File: config.mk
export PLATFORM = sky130hd
export DESIGN_NAME = infix_expression_evaluator_core_flat
export DESIGN_NICKNAME = d
export VERILOG_FILES = /design/src/design/iev_pkg.sv /design/src/design/iev_char_if.sv /design/src/design/iev_result_if.sv /design/src/design/iev_muldiv.sv /design/src/design/infix_expression_evaluator_core.sv /design/src/flat_wrapper.sv
export VERILOG_INCLUDE_DIRS = /design/src /design/src/design
export SDC_FILE = /design/constraint.sdc
export NUM_CORES = 1
export LEC_CHECK = 0
export BUFFER_PORTS_ARGS = -buffer_cell sky130_fd_sc_hd__buf_2
export CORE_MARGIN = 2
export CORE_UTILIZATION = 30
export CTS_BUF_LIST = sky130_fd_sc_hd__clkbuf_16
export DETAILED_ROUTE_END_ITERATION = 12
export PLACE_DENSITY = 0.52
export SLEW_MARGIN = 20
export SYNTH_ARGS = -nofsm -noshare
export SYNTH_HDL_FRONTEND = slang
export SYNTH_SLANG_ARGS = --single-unit
File: constraint.sdc
create_clock -name clk -period 12.35 [get_ports clk]
set_input_delay 1.235 -clock clk [delete_from_list [all_inputs] [get_ports clk]]
set_output_delay 1.235 -clock clk [all_outputs]
set_load 0.05 [all_outputs]
File: src/design/infix_expression_evaluator_core_defines.svh
// assertion macros for the infix expression evaluator
// used by the top level; expects clk and arst_n in scope
`ifndef INFIX_EXPRESSION_EVALUATOR_CORE_DEFINES_SVH
`define INFIX_EXPRESSION_EVALUATOR_CORE_DEFINES_SVH

// same-cycle implication, disabled in reset
`define IEV_ASSERT_IMPL(lbl, ante, cons, msg) \
	lbl: assert property (@(posedge clk) disable iff (!arst_n) (ante) |-> (cons)) else $error(msg);

// next-cycle implication, disabled in reset
`define IEV_ASSERT_NEXT(lbl, ante, cons, msg) \
	lbl: assert property (@(posedge clk) disable iff (!arst_n) (ante) |=> (cons)) else $error(msg);

`endif

File: src/design/iev_pkg.sv
// shared types, constants and helper functions of the infix evaluator
// no dependencies
package iev_pkg;

	localparam int VALUE_WIDTH = 32;
	localparam int CNT_W       = $clog2(VALUE_WIDTH + 1);
	localparam int CHAR_W      = 8;
	localparam int RESULT_W    = 32;

	localparam logic [CHAR_W-1:0] CHAR_ZERO  = 8'd48;
	localparam logic [CHAR_W-1:0] CHAR_NINE  = 8'd57;
	localparam logic [CHAR_W-1:0] CHAR_PLUS  = 8'd43;
	localparam logic [CHAR_W-1:0] CHAR_MINUS = 8'd45;
	localparam logic [CHAR_W-1:0] CHAR_STAR  = 8'd42;
	localparam logic [CHAR_W-1:0] CHAR_SLASH = 8'd47;
	localparam logic [CHAR_W-1:0] CHAR_EQUAL = 8'd61;

	typedef logic [VALUE_WIDTH-1:0] value_t;

	typedef enum logic [2:0] {
		CK_DIGIT,
		CK_ADD,
		CK_SUB,
		CK_MUL,
		CK_DIV,
		CK_EQ,
		CK_OTHER
	} char_kind_t;

	// request to the shared multiply/divide unit
	typedef struct packed {
		logic start;
		logic is_div;
	} md_req_t;

	// status back from the shared unit
	typedef struct packed {
		logic done;
		logic div_zero;
	} md_rsp_t;

	function automatic char_kind_t classify(input logic [CHAR_W-1:0] c);
		char_kind_t k;
		k = CK_OTHER;
		if (c >= CHAR_ZERO && c <= CHAR_NINE) k = CK_DIGIT;
		else if (c == CHAR_PLUS)  k = CK_ADD;
		else if (c == CHAR_MINUS) k = CK_SUB;
		else if (c == CHAR_STAR)  k = CK_MUL;
		else if (c == CHAR_SLASH) k = CK_DIV;
		else if (c == CHAR_EQUAL) k = CK_EQ;
		return k;
	endfunction

	function automatic value_t magnitude(input value_t v);
		value_t m;
		m = v[VALUE_WIDTH-1] ? value_t'('0 - v) : v;
		return m;
	endfunction

	// sign-extend or cut the internal value to the result width
	function automatic logic signed [RESULT_W-1:0] to_result(input value_t v);
		logic signed [RESULT_W-1:0] r;
		int idx;
		r = '0;
		for (int i = 0; i < RESULT_W; i++) begin
			idx = (i < VALUE_WIDTH) ? i : VALUE_WIDTH - 1;
			r[i] = v[idx];
		end
		return r;
	endfunction

endpackage

File: src/design/iev_char_if.sv
// input channel of the evaluator: one ascii character per word
// depends on iev_pkg
interface iev_char_if;
	import iev_pkg::*;

	logic              valid;
	logic              ready;
	logic [CHAR_W-1:0] char_code;

	modport source (output valid, output char_code, input ready);
	modport sink   (input valid, input char_code, output ready);
endinterface

File: src/design/iev_result_if.sv
// output channel of the evaluator: one result word per expression
// depends on iev_pkg
interface iev_result_if;
	import iev_pkg::*;

	logic                       valid;
	logic                       ready;
	logic signed [RESULT_W-1:0] result_value;
	logic                       divide_by_zero;

	modport source (output valid, output result_value, output divide_by_zero, input ready);
	modport sink   (input valid, input result_value, input divide_by_zero, output ready);
endinterface

File: src/design/iev_muldiv.sv
// shared iterative multiply / signed divide unit, one bit per cycle
// depends on iev_pkg
module iev_muldiv (
	input  logic             clk,
	input  logic             arst_n,
	input  iev_pkg::md_req_t req,
	input  iev_pkg::value_t  a,
	input  iev_pkg::value_t  b,
	output iev_pkg::md_rsp_t rsp,
	output iev_pkg::value_t  result
);
	import iev_pkg::*;

	typedef enum logic [1:0] {
		M_IDLE,
		M_RUN,
		M_FIN
	} md_state_t;

	md_state_t         state_q;
	logic              is_div_q;
	logic              neg_q;
	value_t            dvs_q;
	value_t            shf_q;
	value_t            acc_q;
	logic [CNT_W-1:0]  cnt_q;
	value_t            res_q;
	logic              done_q;
	logic              dz_q;

	logic [VALUE_WIDTH:0]   add_x;
	logic [VALUE_WIDTH:0]   add_y;
	logic [VALUE_WIDTH+1:0] add_sum;
	logic                   geq;

	// one adder: accumulate for multiply, trial subtract for divide
	always_comb begin
		add_x   = is_div_q ? {acc_q, shf_q[VALUE_WIDTH-1]} : {1'b0, acc_q};
		add_y   = is_div_q ? ~{1'b0, dvs_q} : {1'b0, dvs_q};
		add_sum = {1'b0, add_x} + {1'b0, add_y} + {{(VALUE_WIDTH+1){1'b0}}, is_div_q};
		geq     = add_sum[VALUE_WIDTH+1];
	end

	always_ff @(posedge clk or negedge arst_n) begin
		if (!arst_n) begin
			state_q  <= M_IDLE;
			is_div_q <= 1'b0;
			neg_q    <= 1'b0;
			dvs_q    <= '0;
			shf_q    <= '0;
			acc_q    <= '0;
			cnt_q    <= '0;
			res_q    <= '0;
			done_q   <= 1'b0;
			dz_q     <= 1'b0;
		end else begin
			done_q <= 1'b0;
			case (state_q)
				M_IDLE: begin
					if (req.start) begin
						is_div_q <= req.is_div;
						acc_q    <= '0;
						cnt_q    <= CNT_W'(VALUE_WIDTH);
						if (req.is_div) begin
							if (b == '0) begin
								res_q  <= '0;
								dz_q   <= 1'b1;
								done_q <= 1'b1;
							end else begin
								dvs_q   <= magnitude(b);
								shf_q   <= magnitude(a);
								neg_q   <= a[VALUE_WIDTH-1] ^ b[VALUE_WIDTH-1];
								state_q <= M_RUN;
							end
						end else begin
							dvs_q   <= a;
							shf_q   <= b;
							neg_q   <= 1'b0;
							state_q <= M_RUN;
						end
					end
				end
				M_RUN: begin
					if (is_div_q) begin
						acc_q <= geq ? add_sum[VALUE_WIDTH-1:0] : add_x[VALUE_WIDTH-1:0];
						shf_q <= {shf_q[VALUE_WIDTH-2:0], geq};
					end else begin
						if (shf_q[0]) acc_q <= add_sum[VALUE_WIDTH-1:0];
						dvs_q <= dvs_q << 1;
						shf_q <= shf_q >> 1;
					end
					cnt_q <= cnt_q - 1'b1;
					if (cnt_q == CNT_W'(1)) state_q <= M_FIN;
				end
				M_FIN: begin
					if (is_div_q) res_q <= neg_q ? value_t'('0 - shf_q) : shf_q;
					else          res_q <= acc_q;
					dz_q    <= 1'b0;
					done_q  <= 1'b1;
					state_q <= M_IDLE;
				end
				default: state_q <= M_IDLE;
			endcase
		end
	end

	assign rsp.done     = done_q;
	assign rsp.div_zero = dz_q;
	assign result       = res_q;

endmodule

File: src/design/infix_expression_evaluator_core.sv
// infix expression evaluator top level; depends on iev_pkg, the channel interfaces, iev_muldiv
// digit: taken in the idle state; + - * / = with no pending multiply or divide: S_AFTER
// then idle; operator closing a pending * or /: waits in S_NUM on the bit-serial shared
// multiply/divide unit, which skips its run on a zero divisor; '=' adds the S_EMIT state
// to load the output register
// the result sits in an output register, so a new character is taken while it waits
// arst_n clears all evaluation state and the output valid; the block then takes a new expression
`include "infix_expression_evaluator_core_defines.svh"

module infix_expression_evaluator_core (
	input  logic         clk,
	input  logic         arst_n,
	iev_char_if.sink     char_in,
	iev_result_if.source result_out
);
	import iev_pkg::*;

	typedef enum logic [1:0] {
		S_IDLE,   // taking characters
		S_NUM,    // waiting on the shared multiply/divide unit
		S_AFTER,  // folding the term and latching the operator
		S_EMIT    // loading the result word
	} state_t;

	// pending multiplicative operator
	typedef enum logic [1:0] {
		MOP_NEW = 2'd0,
		MOP_MUL = 2'd1,
		MOP_DIV = 2'd2
	} mul_op_t;

	state_t     state_q;
	char_kind_t op_q;
	value_t     num_q;      // number being typed
	value_t     sum_q;      // finished additive terms
	value_t     prod_q;     // current product term
	mul_op_t    mop_q;
	logic       sub_q;      // subtract the current term
	logic       zero_q;     // zero divisor met in this expression

	logic                       out_valid_q;
	logic signed [RESULT_W-1:0] out_value_q;
	logic                       out_dz_q;

	char_kind_t kind;
	logic       accept;
	logic       closes_number;
	logic       md_pending;
	value_t     term_sum;
	logic [3:0] digit;
	logic       emit_load;

	md_req_t    md_req;
	md_rsp_t    md_rsp;
	value_t     md_result;

	assign char_in.ready = (state_q == S_IDLE);
	assign accept        = char_in.valid && char_in.ready;
	assign kind          = classify(char_in.char_code);
	assign digit         = 4'(char_in.char_code - CHAR_ZERO);

	// any operator or '=' ends the number being typed
	assign closes_number = (kind == CK_ADD) || (kind == CK_SUB) || (kind == CK_MUL)
		|| (kind == CK_DIV) || (kind == CK_EQ);
	assign md_pending    = (mop_q == MOP_MUL) || (mop_q == MOP_DIV);

	// number feeds the unit straight from its register on the accept edge
	assign md_req.start  = accept && closes_number && md_pending;
	assign md_req.is_div = (mop_q == MOP_DIV);

	// fold the product term into the running sum
	assign term_sum = sub_q ? value_t'(sum_q - prod_q) : value_t'(sum_q + prod_q);

	// output register is free or being emptied this cycle
	assign emit_load = (state_q == S_EMIT) && (!out_valid_q || result_out.ready);

	iev_muldiv u_muldiv (
		.clk    (clk),
		.arst_n (arst_n),
		.req    (md_req),
		.a      (prod_q),
		.b      (num_q),
		.rsp    (md_rsp),
		.result (md_result)
	);

	always_ff @(posedge clk or negedge arst_n) begin
		if (!arst_n) begin
			state_q     <= S_IDLE;
			op_q        <= CK_OTHER;
			num_q       <= '0;
			sum_q       <= '0;
			prod_q      <= '0;
			mop_q       <= MOP_NEW;
			sub_q       <= 1'b0;
			zero_q      <= 1'b0;
			out_valid_q <= 1'b0;
			out_value_q <= '0;
			out_dz_q    <= 1'b0;
		end else begin
			// a new word being loaded keeps valid high
			if (out_valid_q && result_out.ready && !emit_load) out_valid_q <= 1'b0;

			case (state_q)
				S_IDLE: begin
					if (accept) begin
						if (kind == CK_DIGIT) begin
							// n * 10 + d as two shifts and adds, wrapping
							num_q <= value_t'((num_q << 3) + (num_q << 1)
								+ value_t'(digit));
						end else if (closes_number) begin
							op_q <= kind;
							if (md_pending) begin
								state_q <= S_NUM;
							end else begin
								prod_q  <= num_q;
								num_q   <= '0;
								state_q <= S_AFTER;
							end
						end
					end
				end
				S_NUM: begin
					if (md_rsp.done) begin
						prod_q  <= md_result;
						num_q   <= '0;
						if (md_rsp.div_zero) zero_q <= 1'b1;
						state_q <= S_AFTER;
					end
				end
				S_AFTER: begin
					case (op_q)
						CK_ADD, CK_SUB: begin
							sum_q   <= term_sum;
							prod_q  <= '0;
							sub_q   <= (op_q == CK_SUB);
							mop_q   <= MOP_NEW;
							state_q <= S_IDLE;
						end
						CK_MUL: begin
							mop_q   <= MOP_MUL;
							state_q <= S_IDLE;
						end
						CK_DIV: begin
							mop_q   <= MOP_DIV;
							state_q <= S_IDLE;
						end
						CK_EQ: begin
							sum_q   <= term_sum;
							prod_q  <= '0;
							state_q <= S_EMIT;
						end
						default: state_q <= S_IDLE;
					endcase
				end
				S_EMIT: begin
					if (emit_load) begin
						out_valid_q <= 1'b1;
						out_value_q <= to_result(sum_q);
						out_dz_q    <= zero_q;
						// clear for the next expression
						num_q       <= '0;
						sum_q       <= '0;
						prod_q      <= '0;
						mop_q       <= MOP_NEW;
						sub_q       <= 1'b0;
						zero_q      <= 1'b0;
						state_q     <= S_IDLE;
					end
				end
				default: state_q <= S_IDLE;
			endcase
		end
	end

	assign result_out.valid          = out_valid_q;
	assign result_out.result_value   = out_value_q;
	assign result_out.divide_by_zero = out_dz_q;

	// the shared unit answers only while the sequencer waits on it
	`IEV_ASSERT_IMPL(a_md_done_in_wait, md_rsp.done, state_q == S_NUM, "muldiv done outside wait")

	// a started multiply or divide holds off the input side
	`IEV_ASSERT_NEXT(a_md_start_blocks, md_req.start, !char_in.ready, "input ready during muldiv")

	// loading a result clears the evaluation state
	`IEV_ASSERT_NEXT(a_emit_clears, emit_load, (sum_q == '0) && !zero_q && out_valid_q, "kept state")

endmodule

File: src/flat_wrapper.sv
// flat-port wrapper written by rule: the top's interface ports become plain ports
module infix_expression_evaluator_core_flat import iev_pkg::*;
  (clk, arst_n, char_in_valid, char_in_char_code, char_in_ready, result_out_valid, result_out_result_value, result_out_divide_by_zero, result_out_ready);
  iev_char_if char_in_i ();
  iev_result_if result_out_i ();
  input  logic clk;
  input  logic arst_n;
  input wire logic [$bits(char_in_i.valid)-1:0] char_in_valid;
  input wire logic [$bits(char_in_i.char_code)-1:0] char_in_char_code;
  output wire logic [$bits(char_in_i.ready)-1:0] char_in_ready;
  output wire logic [$bits(result_out_i.valid)-1:0] result_out_valid;
  output wire logic [$bits(result_out_i.result_value)-1:0] result_out_result_value;
  output wire logic [$bits(result_out_i.divide_by_zero)-1:0] result_out_divide_by_zero;
  input wire logic [$bits(result_out_i.ready)-1:0] result_out_ready;
  assign char_in_i.valid = char_in_valid;
  assign char_in_i.char_code = char_in_char_code;
  assign char_in_ready = char_in_i.ready;
  assign result_out_valid = result_out_i.valid;
  assign result_out_result_value = result_out_i.result_value;
  assign result_out_divide_by_zero = result_out_i.divide_by_zero;
  assign result_out_i.ready = result_out_ready;
  infix_expression_evaluator_core u_core (.clk(clk), .arst_n(arst_n), .char_in(char_in_i), .result_out(result_out_i));
endmodule
[Word level (Yosys, flattened, before mapping)]
Index checks and enable logic that the tools add are counted.
Word-level totals
  logic and storage cells: 207
  flip-flop bits (word level): 279
  output and inout bits: 35
  input bits: 12
Operators by class
  equality and inequality tests: 43
  order comparisons: 2
  multiplexer cells: 84
  reductions and logical operators: 43
  $add $sub $neg: 11
  bitwise gates (word level): 3
Operator list (count)
  $mux W32: 33
  $pmux W32 S2: 5
  $pmux W32 S4: 1
  $pmux W32 S3: 1
  $sub A1 B32 Y32 const A: 3
  $mux W33: 2
  $add A32 B32 Y32: 2
  $eq A8 B6 Y1 const B: 5
  $add A33 B33 Y34: 1
  $add A34 B1 Y34: 1
  $not A32 Y33: 1
  $add A32 B4 Y32: 1
  $logic_not A32 Y1: 1
  $sub A32 B32 Y32: 1
  $ne A2 B2 Y1 const B: 13
  $mux W2: 12
  $reduce_and A3 Y1: 7
  $reduce_and A4 Y1: 4
  $mux W1: 15
  $mux W3: 5
  $eq A3 B2 Y1 const B: 4
  $eq A3 B3 Y1 const B: 4
  $ne A3 B3 Y1 const B: 4
  $pmux W6 S2: 1
  other kinds (30): 59

[Depth between registers and ports, before layout]
  depth after elaboration: 16
  depth in mapped cells: 21
  mapped depth without buffers: 19

[Hierarchy]
Synthesis repeated with hierarchy kept, for this count alone.
Second synthesis, totals
  cell total of the unflattened synthesis: 2542
  area, all modules: 21443.1 um^2
By module, submodules not included
  iev_muldiv: seq. area each 3503.4 um^2, cells an instance 1427, instances 1, area each 11569.8 um^2
  infix_expression_evaluator_core: seq. area each 3480.8 um^2, cells an instance 1115, instances 1, area each 9873.2 um^2

[Least setup slack after synthesis]
No wires, ideal clock.
  path type: reg2reg
  start point: reg u_core.u_muldiv.is_div_q
  end point: reg u_core.u_muldiv.acc_q[30]
  path buffers: 8
  setup time: 0.128 ns
  data arrival time: 4.839 ns
  data required time: 12.222 ns
  stages on the path, launching flop included: 20
  clock period less this slack: 4.966 ns
  slack: 7.384 ns
  path through: dfrtp_1 buf_2 clkbuf_1 clkbuf_1 buf_2 clkbuf_1 clkbuf_1 xor2_1 ha_1 nand3_1 a311oi_1 and4bb_1 o31ai_2 a31oi_2 a211oi_2 nor2_1 buf_2 buf_2 a32oi_1 nand3b_1
Between the ends
  word-level cells in the longest chain between the ends: 6
  elaborated cells on any way between the ends: 10
  those cells by class: 2 x add/sub; 1 x eq/ne; 6 x mux; 1 x reduce/logical
Ends and longest elaborated chain
  start, declared: line iev_muldiv.sv:21  | logic is_div_q;
  start signal, assigned: line iev_muldiv.sv:61  | is_div_q <= req.is_div;
  $mux W33 (on tied branches): line iev_muldiv.sv:38, iev_muldiv.sv:39
  $add A33 B33 Y34: line iev_muldiv.sv:40  | add_sum = {1'b0, add_x} + {1'b0, add_y} + {{(VALUE_WIDTH+1){1'b0}}, is_div_q};
  $add A34 B1 Y34: line iev_muldiv.sv:40
  $mux W32 (on tied branches): line iev_muldiv.sv:88, iev_muldiv.sv:85
  $mux W32: line iev_muldiv.sv:84  | if (is_div_q) begin
  $pmux W32 S2: line iev_muldiv.sv:58  | case (state_q)
  end signal, assigned: line iev_muldiv.sv:85  | acc_q <= geq ? add_sum[VALUE_WIDTH-1:0] : add_x[VALUE_WIDTH-1:0];
  end signal, assigned: line iev_muldiv.sv:88  | if (shf_q[0]) acc_q <= add_sum[VALUE_WIDTH-1:0];
  end, declared: line iev_muldiv.sv:25  | value_t acc_q;
Several ways; a longest one is shown, not always the timed one. The select of a mux whose other input is x is not followed.
A chain may end at the register's enable or synchronous reset.

[Worst setup path in the final report]
  start point: reg u_core.u_muldiv.is_div_q
  end point: reg u_core.u_muldiv.acc_q[26]
Same word-level chain as after synthesis.

==> metrics.md <==
| Metric | Value |
|---|---|
| Outcome | completed |
| Fillers | 7295 |
| Setup WS post-layout | 6.93 ns |
| Pleak | 10.5 nW |
| Clock-pin transition on the worst setup and hold timing paths | 0.06 ns |
| DRT antenna net count | 0 |
| HP Class | reg2reg |
| Htree depth | 2 |
| Cell repeated most along the worst path | buf_4 |
| CP cell instances | buf_4, mux2_2, ha_1, nand3_1, a311oi_1, and4bb_1, o31ai_2, a31oi_2, a211oi_2, buf_4, nor2_4, buf_4, or4_1, nand4_1 |
| R2R setup slack | about 7 ns |
| Antenna diode count | 0 |
| Async SR Flop Fraction | 100% |
| CORE AREA | between 0.06 and 0.07 mm^2 |
| Synth top area share | approximately 33% |
| Row count | 97 |
| CP startpoint kind | flip-flop |
| Synth Area in XOR/XNOR | 9.07% |
| Wire per inst | 18.3 um |
| Cells after DPL | ~3400 |
| Worst Tran Pin Value | 1.07 ns |
| Final Hold Viols | 0 |
| Post-CTS setup buffers | 0 |
| Hold WS | 0.476 ns |
| Slowest cell on crit path | dfrtp_4 |
| Post-place setup slack | 6.97 ns |
| Detail Placement HPWL | 45700 um |
| Setup violators final | 0 |
| Die area | 0.0726 mm^2 |
| Largest net degree at the start of global routing | 89 |
| GRT Total Usage | 17.0% |
| Maxcap violations | 0 |
| Skew-Pair Late Insertion Delay | 0.56 ns |
| Cell Area, Synth | 0.0211 mm^2 |
| CTS tree | done |
| Sequential share of the synthesized area | 33.0% |
| Top Ports | 47 |
| Clock root buffer | clkbuf_16 |
| Max Clock Freq | 184 MHz |
| Initial antenna violation count | 0 |
| Synth unique cells | 81 |
| Mux share of post-synthesis cell area | 7.19% |
| Starting density of the core | between 30% and 40% |
| Total grt overflow | 0 |
| Worst Skew | 0.0277 ns |
| WP buf/inv | 3 |
| Syn Nets | 2649 |
| Worst slew margin | between 20% and 30% |
| Die Y | 269 um |
| Share of post-route cells with drive strength above 1 | around a tenth |
| Vias in the first global route | ~18000 |
| # DRC | 0 |
| Placed Instance Area | 0.0222 mm^2 |
| Global-route wire length before repair | roughly 100000 um |
| Top post-synthesis cells by area | dfrtp_1 (33%), ha_1 (7.5%), o21ai_0 (6.0%) |
| Crit path max-delay family | compound AO/OA/AOI/OAI gates |
| CTS Sinks | 279 |
| Simple-gate share of the synthesized area | 16.6% |
| Met3 GRT Util | 1.85% |
| Non-filler cells, final | 3420 |
| DR pass1 iterations | 6 |
| Crit path required time | approximately 13 ns |
| CTS buffer count | 37 |
| Synth Area in Compound Gates | around 22% |
| PD cells | 311 mW/mm^2 |
| Yosys top cell by area | dfrtp_1 |
| EDFF count, synth | 0 |
| Slew Viols, Final | 0 |
| Clock buffer depth | 3 |
| Setup TNS | 0 ns |
| Synth Instances | 2506 |
| Layout area overhead | 10.2% |
| Seq cells post-synth | 279 |
| GRT met2 Usage | about 28% |
| Initial DRC Count | 1283 |
| Unrepaired setup endpoints after global routing | no |
| CP Capture Type | flip-flop |
| IO Port Bufs | between 40 and 50 |
| Post_cts resized | 0 |
| Worst Path Arrival | 5.90 ns |
| Area occupied by registers | 0.00699 mm^2 |
| Fin crit share | 43.9% |
| Hold-fix buffer count after cts | 0 |
| Final worst path period need | 5.42 ns |
| Total number of vias | about 18000 |
| Yosys warnings | 0 |
| WL final | 62600 um |
| Worst-path fanout max | 58 |
| Largest family of logic cells by synthesized area | compound AO/OA/AOI/OAI gates |
| Dominant synthesized flop cell | dfrtp_1 |
| Synthesized area per cell | roughly 8.4 um^2 |
| Die width | 269 um |
| Worst path max stage delay | about 0.95 ns |
| Synth Area in Adders | 7.90% |
| Count leader, synth | nand2_1 |
| Met1 Usage GRT | about a quarter |
| Global routing's busiest layer | met2 |
| Layout Nets | 2597 |
| VDD IR max | 157 uV |
| Finished layout cell area | roughly 0.023 mm^2 |
| Critical path class | reg2reg |
| Area of the multi-input gates | ~0.013 mm^2 |
| GP Congestion | roughly 0.85 |
| Post-synth top cells | nand2_1 (301), dfrtp_1 (277), o21ai_0 (253), nor2_1 (210), a21oi_1 (188) |
| Vias per cell | 5.28 |
-- final timing paths --
check | startpoint | endpoint | cells past startpoint
hold / removal | u_core.zero_q$_DFFE_PN0P_ | u_core.zero_q$_DFFE_PN0P_ | 2
max in group asynchronous | arst_n | u_core.state_q[0]$_DFFE_PN0P_ | 3
hold reg to reg | u_core.zero_q$_DFFE_PN0P_ | u_core.zero_q$_DFFE_PN0P_ | 2
min in group asynchronous | arst_n | u_core.u_muldiv.acc_q[22]$_DFFE_PN0P_ | 1
setup reg to reg | u_core.u_muldiv.is_div_q$_DFFE_PN0P_ | u_core.u_muldiv.acc_q[26]$_DFFE_PN0P_ | 14
setup / recovery | u_core.u_muldiv.is_div_q$_DFFE_PN0P_ | u_core.u_muldiv.acc_q[26]$_DFFE_PN0P_ | 14
-- report_power, final --
group / internal, mW / switching (mW)
logic: 1.80 / 2.71
registers: 1.26 / 0.465
clock network: 0.587 / 0.430
total: 3.65 / 3.61
-- cell families after synthesis --
| kind of cell | count (synthesis) |
|---|---|
| muxes | 144 |
| AOI/OAI and AO/OA | 760 |
| buffers and inverters | 211 |
| xor gates and xnor gates | 219 |
| and+or+nand+nor | 762 |
| DFF | 279 |
| adders and majority gates | 131 |
-- flip-flops by register name, indices dropped and copies added (netlist names), 2 cells and up --
signal	flops
u_core.mop_q	2
u_core.prod_q	32
u_core.u_muldiv.shf_q	32
u_core.num_q	32
u_core.u_muldiv.dvs_q	32
u_core.u_muldiv.result	32
u_core.sum_q	32
u_core.state_q	2
u_core.result_out.result_value	32
u_core.u_muldiv.cnt_q	6
u_core.op_q	3
u_core.u_muldiv.state_q	2
u_core.u_muldiv.acc_q	32
-- stage by stage --
stage	power (mW)	util, %
floorplan	5.09	-
global route	7.89	33.3
finish	7.25	33.3
CTS	7.30	33.3
detailed placement	6.23	31.7
global placement	6.17	31.7
-- tightest hold or removal path, stage by stage (launching register included) --
cell     delay (ns)
dfrtp_1        0.35
nand2_1        0.05
nand2_1        0.05
-- per-layer routing --
metal	up-vias	part of all wire (%)
met3	93	3.6
met4	0	2.6
met5	-	0
met1	8755	47
li1	8864	-
met2	355	47
-- cell type report --
class	instances	share of cell area, %
Inverter	47	0.757
Clock inverter	26	0.586
Timing Repair Buffer	73	1.90
Clock buffer	39	4.19
Sequential cell	279	30.0
Tap cell	940	5.05
Multi-Input combinational cell	2016	57.5
-- layout by cell type, fill, tap and decap left out, drive strengths merged, types with 39 or more instances in the layout --
cell type / count
mux2i: 81
a21o: 63
nand2: 301
a21oi: 188
a211oi: 42
mux2: 63
xnor2: 77
o31ai: 65
nor2: 210
inv: 61
xor2: 142
o21ai: 267
ha: 127
buf: 73
nand3: 62
clkbuf: 39
dfrtp: 277
No activity file was read; power rests on OpenSTA's default activity.
